### config.mk
export PLATFORM = sky130hd
export DESIGN_NAME = synchrophasor_config_frame_parser
export DESIGN_NICKNAME = d
export VERILOG_FILES = /design/src/design/scfp_pkg.sv /design/src/design/scfp_parse_core.sv /design/src/design/synchrophasor_config_frame_parser.sv
export SDC_FILE = /design/constraint.sdc
export NUM_CORES = 1
export LEC_CHECK = 0
export BUFFER_PORTS_ARGS = -buffer_cell sky130_fd_sc_hd__buf_4
export CORE_MARGIN = 2
export CORE_UTILIZATION = 55
export CTS_CLUSTER_DIAMETER = 60
export DETAILED_ROUTE_END_ITERATION = 12
export GPL_TIMING_DRIVEN = 1
export PLACE_DENSITY = 0.81
export SLEW_MARGIN = 20
export SYNTH_ARGS = -nofsm -noshare
export SYNTH_HDL_FRONTEND = slang
export SYNTH_SLANG_ARGS = --single-unit
### constraint.sdc
create_clock -name clock -period 17 [get_ports clock]
set_input_delay 1.7 -clock clock [delete_from_list [all_inputs] [get_ports clock]]
set_output_delay 1.7 -clock clock [all_outputs]
set_load 0.005 [all_outputs]
### src/design/scfp_pkg.sv
// ----------------------------------------------------------------------------
// Synchrophasor configuration frame parser package
// Field kind codes, frame layout constants and the result word type.
// ----------------------------------------------------------------------------
package scfp_pkg;

   localparam int POS_W   = 25;
   localparam int KIND_W  = 4;
   localparam int INDEX_W = 24;
   localparam int VALUE_W = 32;

   localparam logic [KIND_W-1:0] KIND_SIZE       = 4'd0;
   localparam logic [KIND_W-1:0] KIND_SOURCE_ID  = 4'd1;
   localparam logic [KIND_W-1:0] KIND_STATION    = 4'd2;
   localparam logic [KIND_W-1:0] KIND_FORMAT     = 4'd3;
   localparam logic [KIND_W-1:0] KIND_PHASOR_CNT = 4'd4;
   localparam logic [KIND_W-1:0] KIND_ANALOG_CNT = 4'd5;
   localparam logic [KIND_W-1:0] KIND_DIGITAL_CNT= 4'd6;
   localparam logic [KIND_W-1:0] KIND_PHASOR_NAME= 4'd7;
   localparam logic [KIND_W-1:0] KIND_ANALOG_NAME= 4'd8;
   localparam logic [KIND_W-1:0] KIND_DIGITAL_NAME = 4'd9;
   localparam logic [KIND_W-1:0] KIND_PHASOR_UNIT= 4'd10;
   localparam logic [KIND_W-1:0] KIND_ANALOG_UNIT= 4'd11;
   localparam logic [KIND_W-1:0] KIND_CHANGE_CNT = 4'd12;
   localparam logic [KIND_W-1:0] KIND_DATA_RATE  = 4'd13;

   localparam logic [5:0] BYTE_SIZE_END     = 6'd3;
   localparam logic [5:0] BYTE_SOURCE_END   = 6'd5;
   localparam logic [5:0] BYTE_STATION_FIRST= 6'd20;
   localparam logic [5:0] BYTE_STATION_LAST = 6'd35;
   localparam logic [5:0] BYTE_FORMAT_END   = 6'd39;
   localparam logic [5:0] BYTE_PHASOR_END   = 6'd41;
   localparam logic [5:0] BYTE_ANALOG_END   = 6'd43;
   localparam logic [5:0] BYTE_DIGITAL_END  = 6'd45;

   localparam logic [POS_W-1:0] HDR_END    = 25'd46;
   localparam logic [15:0]      FORMAT_MAX = 16'd15;

   typedef struct packed {
      logic               valid;
      logic [KIND_W-1:0]  kind;
      logic [INDEX_W-1:0] index;
      logic [VALUE_W-1:0] value;
      logic               done;
   } result_type;

endpackage

### src/design/scfp_parse_core.sv
// ----------------------------------------------------------------------------
// Synchrophasor configuration frame parser core
// Tracks the frame position and section bounds and decodes one byte per cycle while step is high.
// ----------------------------------------------------------------------------
module scfp_parse_core
   import scfp_pkg::*;
(
   input  logic       clock,
   input  logic       reset,
   input  logic       step,
   input  logic [7:0] frame_byte,
   input  logic       frame_start,
   output result_type result
);

   logic             active_ff, active_in;
   logic [POS_W-1:0] pos_ff, pos_in;
   logic [31:0]      word_ff, word_in;
   logic [15:0]      phasor_ff;
   logic [POS_W-1:0] an0_ff, dn0_ff, aub_ff, dub_ff;
   logic [POS_W-1:0] pu0_ff, au0_ff, du0_ff, cc_ff, dr_ff;

   logic             act;
   logic [POS_W-1:0] p;
   logic [15:0]      w16;
   logic             hdr;
   logic [POS_W-1:0] base;
   logic [POS_W-1:0] off;
   logic [POS_W-1:0] a16, p4, a4, d256, d4;
   logic [POS_W-1:0] dn0_next, aub_next, dub_next;
   result_type       res;

   assign act = frame_start | active_ff;
   assign p   = frame_start ? '0 : pos_ff;
   assign word_in = {word_ff[23:0], frame_byte};
   assign w16 = word_in[15:0];
   assign hdr = p < HDR_END;

   assign a16  = {5'd0, w16, 4'd0};
   assign a4   = {7'd0, w16, 2'd0};
   assign p4   = {7'd0, phasor_ff, 2'd0};
   assign d256 = {1'd0, w16, 8'd0};
   assign d4   = {7'd0, w16, 2'd0};
   assign dn0_next = an0_ff + a16;
   assign aub_next = dn0_next + p4;
   assign dub_next = aub_next + a4;

   assign base = (p < an0_ff) ? HDR_END :
                 (p < dn0_ff) ? an0_ff  :
                 (p < pu0_ff) ? dn0_ff  :
                 (p < au0_ff) ? pu0_ff  : au0_ff;
   assign off = p - base;

   always_comb begin
      res       = '0;
      active_in = active_ff;
      pos_in    = pos_ff;
      if (act) begin
         active_in = 1'b1;
         pos_in    = p + 1'b1;
         if (hdr) begin
            case (p[5:0])
               BYTE_SIZE_END: begin
                  res.valid = 1'b1;
                  res.kind  = KIND_SIZE;
                  res.value = {16'd0, w16};
               end
               BYTE_SOURCE_END: begin
                  res.valid = 1'b1;
                  res.kind  = KIND_SOURCE_ID;
                  res.value = {16'd0, w16};
               end
               BYTE_FORMAT_END: begin
                  res.valid = 1'b1;
                  res.kind  = KIND_FORMAT;
                  res.value = (w16 <= FORMAT_MAX) ? {16'd0, w16} : '0;
               end
               BYTE_PHASOR_END: begin
                  res.valid = 1'b1;
                  res.kind  = KIND_PHASOR_CNT;
                  res.value = {16'd0, w16};
               end
               BYTE_ANALOG_END: begin
                  res.valid = 1'b1;
                  res.kind  = KIND_ANALOG_CNT;
                  res.value = {16'd0, w16};
               end
               BYTE_DIGITAL_END: begin
                  res.valid = 1'b1;
                  res.kind  = KIND_DIGITAL_CNT;
                  res.value = {16'd0, w16};
               end
               default: begin
                  if (p[5:0] >= BYTE_STATION_FIRST && p[5:0] <= BYTE_STATION_LAST) begin
                     res.valid = 1'b1;
                     res.kind  = KIND_STATION;
                     res.index = {18'd0, p[5:0] - BYTE_STATION_FIRST};
                     res.value = {24'd0, frame_byte};
                  end
               end
            endcase
         end else if (p < an0_ff) begin
            res.valid = 1'b1;
            res.kind  = KIND_PHASOR_NAME;
            res.index = off[INDEX_W-1:0];
            res.value = {24'd0, frame_byte};
         end else if (p < dn0_ff) begin
            res.valid = 1'b1;
            res.kind  = KIND_ANALOG_NAME;
            res.index = off[INDEX_W-1:0];
            res.value = {24'd0, frame_byte};
         end else if (p < pu0_ff) begin
            res.valid = 1'b1;
            res.kind  = KIND_DIGITAL_NAME;
            res.index = off[INDEX_W-1:0];
            res.value = {24'd0, frame_byte};
         end else if (p < au0_ff) begin
            res.valid = &off[1:0];
            res.kind  = KIND_PHASOR_UNIT;
            res.index = {1'b0, off[POS_W-1:2]};
            res.value = word_in;
         end else if (p < du0_ff) begin
            res.valid = &off[1:0];
            res.kind  = KIND_ANALOG_UNIT;
            res.index = {1'b0, off[POS_W-1:2]};
            res.value = word_in;
         end else if (p == cc_ff) begin
            res.valid = 1'b1;
            res.kind  = KIND_CHANGE_CNT;
            res.value = {16'd0, w16};
         end else if (p == dr_ff) begin
            res.valid = 1'b1;
            res.kind  = KIND_DATA_RATE;
            res.value = {16'd0, w16};
            res.done  = 1'b1;
            active_in = 1'b0;
            pos_in    = '0;
         end
      end
   end

   assign result = step ? res : '0;

   always_ff @(posedge clock) begin
      if (reset) begin
         active_ff <= 1'b0;
         pos_ff    <= '0;
         word_ff   <= '0;
      end else if (step && act) begin
         active_ff <= active_in;
         pos_ff    <= pos_in;
         word_ff   <= word_in;
      end
   end

   // Section bounds are built up as the counts arrive, so the body needs only compares.
   always_ff @(posedge clock) begin
      if (step && act && hdr) begin
         if (p[5:0] == BYTE_PHASOR_END) begin
            phasor_ff <= w16;
            an0_ff    <= HDR_END + a16;
         end
         if (p[5:0] == BYTE_ANALOG_END) begin
            dn0_ff <= dn0_next;
            aub_ff <= aub_next;
            dub_ff <= dub_next;
         end
         if (p[5:0] == BYTE_DIGITAL_END) begin
            pu0_ff <= dn0_ff + d256;
            au0_ff <= aub_ff + d256;
            du0_ff <= dub_ff + d256;
            cc_ff  <= dub_ff + d256 + d4 + 25'd3;
            dr_ff  <= dub_ff + d256 + d4 + 25'd5;
         end
      end
   end

endmodule

### src/design/synchrophasor_config_frame_parser.sv
// ----------------------------------------------------------------------------
// Synchrophasor configuration frame parser
// Splits a configuration frame, fed one byte per word, into its fields.
// ----------------------------------------------------------------------------
// The req channel carries one frame byte per word in req_tdata; req_tuser is
// high on the first byte of a frame and restarts parsing even in mid-frame.
// Bytes that arrive while no frame is active are consumed and dropped.
// The rsp channel emits one word per completed field or name byte: rsp_tuser
// holds the field kind, rsp_tdata the index within its section and the value,
// and rsp_tlast is high on the data rate word that closes the frame.
// A byte is registered on acceptance and decoded from the input register
// into the result register that drives rsp. One byte per cycle is sustained
// while rsp_tready is high; decode is position compares and one subtract.
// When rsp_tready is low the result register holds its word and the byte in
// the input register waits; req_tready falls only when both are occupied.
// Reset clears both registers and leaves the parser idle until a frame start.
module synchrophasor_config_frame_parser
   import scfp_pkg::*;
(
   input  logic        clock,
   input  logic        reset,
   input  logic        req_tvalid,
   output logic        req_tready,
   input  logic [7:0]  req_tdata,  // [7:0] frame_byte
   input  logic        req_tuser,  // [0] frame_start
   output logic        rsp_tvalid,
   input  logic        rsp_tready,
   output logic [55:0] rsp_tdata,  // [23:0] field_index, [55:24] field_value
   output logic [3:0]  rsp_tuser,  // [3:0] field_kind
   output logic        rsp_tlast   // frame_done
);

   logic        in_vld_ff;
   logic [7:0]  in_byte_ff;
   logic        in_start_ff;
   logic        rsp_vld_ff, rsp_vld_in;
   logic [55:0] rsp_data_ff;
   logic [3:0]  rsp_kind_ff;
   logic        rsp_last_ff;
   logic        advance;
   result_type  result;

   assign advance    = in_vld_ff && (!rsp_vld_ff || rsp_tready);
   assign req_tready = !in_vld_ff || advance;

   scfp_parse_core u_core (
      .clock       (clock),
      .reset       (reset),
      .step        (advance),
      .frame_byte  (in_byte_ff),
      .frame_start (in_start_ff),
      .result      (result)
   );

   always_comb begin
      rsp_vld_in = rsp_vld_ff;
      if (advance) begin
         rsp_vld_in = result.valid;
      end else if (rsp_tready) begin
         rsp_vld_in = 1'b0;
      end
   end

   always_ff @(posedge clock) begin
      if (reset) begin
         in_vld_ff  <= 1'b0;
         rsp_vld_ff <= 1'b0;
      end else begin
         if (req_tready) begin
            in_vld_ff <= req_tvalid;
         end
         rsp_vld_ff <= rsp_vld_in;
      end
   end

   always_ff @(posedge clock) begin
      if (req_tvalid && req_tready) begin
         in_byte_ff  <= req_tdata;
         in_start_ff <= req_tuser;
      end
      if (advance) begin
         rsp_data_ff <= {result.value, result.index};
         rsp_kind_ff <= result.kind;
         rsp_last_ff <= result.done;
      end
   end

   assign rsp_tvalid = rsp_vld_ff;
   assign rsp_tdata  = rsp_data_ff;
   assign rsp_tuser  = rsp_kind_ff;
   assign rsp_tlast  = rsp_last_ff;

endmodule

==> results by group <==
Drt
  – Per-cell routed wire length: between 20 and 25 µm
  – Number of DRC markers in iteration 0: roughly 1.7k
  – Total Wirelength: roughly 65000 µm
  – Routed via count: around 18k
  – Avg Vias per Cell: between 6 and 7
  – DRC Markers: 0
  – Routed Antenna Nets: 0
  – Drt pass-1 iters: 6

Worst setup path
  – Crit-path cells: buf_4, nor2b_1, ha_1, nand4_1, nor3_1, and2_1, o21ai_0, o211ai_1, a41o_1, mux2i_1, o21ai_0, mux2i_1, or2_2, ha_1, o21a_1, o21a_1, o21ai_0, a31oi_1, o32ai_1, o41ai_1, a21o_1, a21oi_1, xnor2_1, a22o_1
  – CP bufs+invs: 1
  – Worst Setup Path Type: reg2reg
  – Worst setup SP type: flip-flop
  – CP endpoint kind: flip-flop
  – Top Family by Delay on Critical Path: compound AO/OA/AOI/OAI gates
  – CP max FO: 78
  – Max incr delay on CP: around 0.85 ns
  – Slowest cell on the critical path: a41o_1
  – Worst Path Arrival: 7.41 ns
  – Req. time, crit path: between 15 and 20 ns
  – Worst reg-to-reg setup slack: just under 10 ns
  – CP most frequent cell: o21ai_0

STA
  – Relative max-transition margin: between 20% and 30%
  – Final Hold Viols: 0
  – Pins over their slew limit: 0
  – Skew final: between 0.02 and 0.025 ns
  – Final setup violation count: 0
  – Tmin final: slightly above 7 ns
  – Setup TNS Final: 0 ns
  – Worst-Margin Slew: between 1 and 1.5 ns
  – PnR worst setup slack: about 10 ns
  – Fmax: about 140 MHz
  – Fin crit share: between 40% and 50%
  – RSZ-0062 raised after global routing: no

Layout
  – Most frequent cells in the layout: edfxtp_1, ha_1, inv_1, nand2_1, a21oi_1
  – Layout cells sized above 1: 9.987%
  – Register area: around 8600 µm²
  – Area of the multi-input gates: between 10000 and 15000 µm²
  – Commonest non-fill, non-tap cell in the layout: edfxtp_1
  – Nets: roughly 2.6k
  – Final Util: a little over three fifths
  – FILL cells: 3178
  – Area grow syn2layout: 11.76%

Global route
  – Initial antenna violation count: 4
  – Met1 Resource Use GR: between 40% and 50%
  – Top Usage Layer GRT: met2
  – Total grt overflow: 0
  – Met2 Resource Use GR: approximately half
  – Vias in the first global route: ~17k
  – First-pass GRT wire length: between 90000 and 100000 µm
  – Largest net degree at the start of global routing: 86
  – Total GRT Usage: 31.46%
  – Met3 Usage GRT: a little under 7%

Logic synthesis
  – Area of the mapped netlist: 21830 µm²
  – Ys async rst share: 0%
  – Synthesized flop and latch total: between 300 and 400
  – Synth area leaders: edfxtp_1, ha_1, xnor2_1
  – Post-synthesis sequential area ratio: about two fifths
  – Top-area cell type share of the netlist area: between 30% and 40%
  – Number of synthesized flops with an enable pin: about 250
  – Post-synth top flop: edfxtp_1
  – Largest area contributor in the netlist: edfxtp_1
  – Avg Cell Area, Syn: a little under 10 µm²
  – Synth unique cells: 94
  – Syn. warnings: 0
  – Synth Instances: 2236

Place
  – I/O Buffers: 75
  – Pre-CTS WS: between 10 and 15 ns
  – HPWL after DPL: around 47000 µm
  – GP Congestion: between 0.9 and 1

Floorplanning
  – Die Wd: 203.2 µm
  – Initial core utilization: ~56%
  – Die area: ~41000 µm²
  – I/O pin cnt: 76
  – Height of the chip: a little over 200 µm
  – Core area: roughly 40000 µm²
  – Core Rows: 72

Clocking
  – Worst-Skew Late Latency: between 0.5 and 0.6 ns
  – Worst-path clk slew: 0.06 ns
  – Post-CTS Setup Inserts: 0
  – # resized after CTS: 0
  – # clock sinks: just over 300
  – CTS Buf Count: 37
  – Max clock buf depth: 3
  – Root Driver: clkbuf_16
  – Hold Buf Count CTS: 0
  – CTS tree: yes
  – Number of H-tree levels: 2

Outcome
  – Status: completed

Power
  – Leak: 10.32 nW
  – VDD IR max: 0.08558 mV
  – PwrDens: around 77 nW/µm²

Min path
  – Hold WC Path Type: reg2reg

Run
  – Maxcap violations: 0
==> cells in the mapped netlist, drive strengths merged (5+ instances only) <==
library cell  number
a31o               5
a2111oi            5
nand3b            13
nor3              51
a211o              5
a22oi             17
o21a              32
a211oi            30
ha               234
nand4             26
a41oi              7
a21o              65
or2               29
edfxtp           253
nor4bb             9
nor2             123
and3              33
a221oi             6
a31oi             27
nand2b            16
or3                7
a21boi             9
xnor2            120
mux2i             36
nand3             53
o32ai             11
nor4              27
and2              43
o21ai            111
o31ai              6
o21bai            16
buf               22
clkbuf            50
fa                 7
o2111ai            8
nor2b             41
inv              174
o211ai            16
xor2              48
nand2            156
a22o              15
a21oi            155
dfxtp             52
nor3b             13
==> final cells by class <==
cell class                 instances  share of cell area, %
clock buffer                      49                  4.104
timing repair buffer             120                  3.709
tap                              518                  2.657
multi-input combinational       1686                  50.45
antenna                            2                0.02052
clock inverter                    19                 0.9644
sequential                       305                  35.41
inverter                         174                  2.678
==> through the flow <==
step	hold slack, ns	cells	power (mW)	instance area [µm²]
after floorplan	0.4003	2237	1.001	21830
after global placement	0.4019	2803	1.059	23140
after detailed placement	0.4045	2803	1.067	23150
after CTS	0.4185	2871	1.872	24380
after global routing	0.4214	2871	1.923	24390
final	0.4175	2873	1.867	24390
==> state kept, by name, summed over array words and instances, names as in the netlist, 4 cells and up <==
register	flops
in_byte_ff	8
rsp_tdata	56
rsp_tuser	4
u_core.an0_ff	16
u_core.au0_ff	23
u_core.aub_ff	21
u_core.dn0_ff	18
u_core.dr_ff	22
u_core.du0_ff	23
u_core.dub_ff	22
u_core.phasor_ff	16
u_core.pos_ff	25
u_core.pu0_ff	21
u_core.word_ff	24
==> metal layers <==
layer  share of wire (%)  vias up
met5                   0        -
met4                 5.4        0
met3                  10      207
met2                  44      929
met1                  40     8508
li1                    -     8428
==> where the power goes <==
group	switching (mW)	total, mW	internal, mW
sequential	0.00465	0.829	0.824
combinational	0.141	0.229	0.0872
clock	0.339	0.810	0.471
total	0.485	1.87	1.38
==> worst paths after layout <==
| path | start | depth (start not counted) | end |
|---|---|---|---|
| worst max-delay path | in_start_ff$_DFFE_PP_ | 24 | rsp_tdata[20]$_SDFFCE_PN0P_ |
| worst min-delay path | u_core.aub_ff[7]$_DFFE_PP_ | 0 | u_core.au0_ff[7]$_DFFE_PP_ |
| worst max register to register | in_start_ff$_DFFE_PP_ | 24 | rsp_tdata[20]$_SDFFCE_PN0P_ |
| worst min register to register | u_core.aub_ff[7]$_DFFE_PP_ | 0 | u_core.au0_ff[7]$_DFFE_PP_ |
==> cells by family after synthesis <==
family / share of synthesized area (%)
other: 0.01718
buffers and inverters: 4.374
multiplexers: 1.651
adder cells (fa/ha/maj): 14.15
XOR/XNOR: 6.845
AND/OR/NAND/NOR: 15.91
flip-flops: 39.58
AO/OA/AOI/OAI: 17.48
No activity file was read; power rests on OpenSTA's default activity.
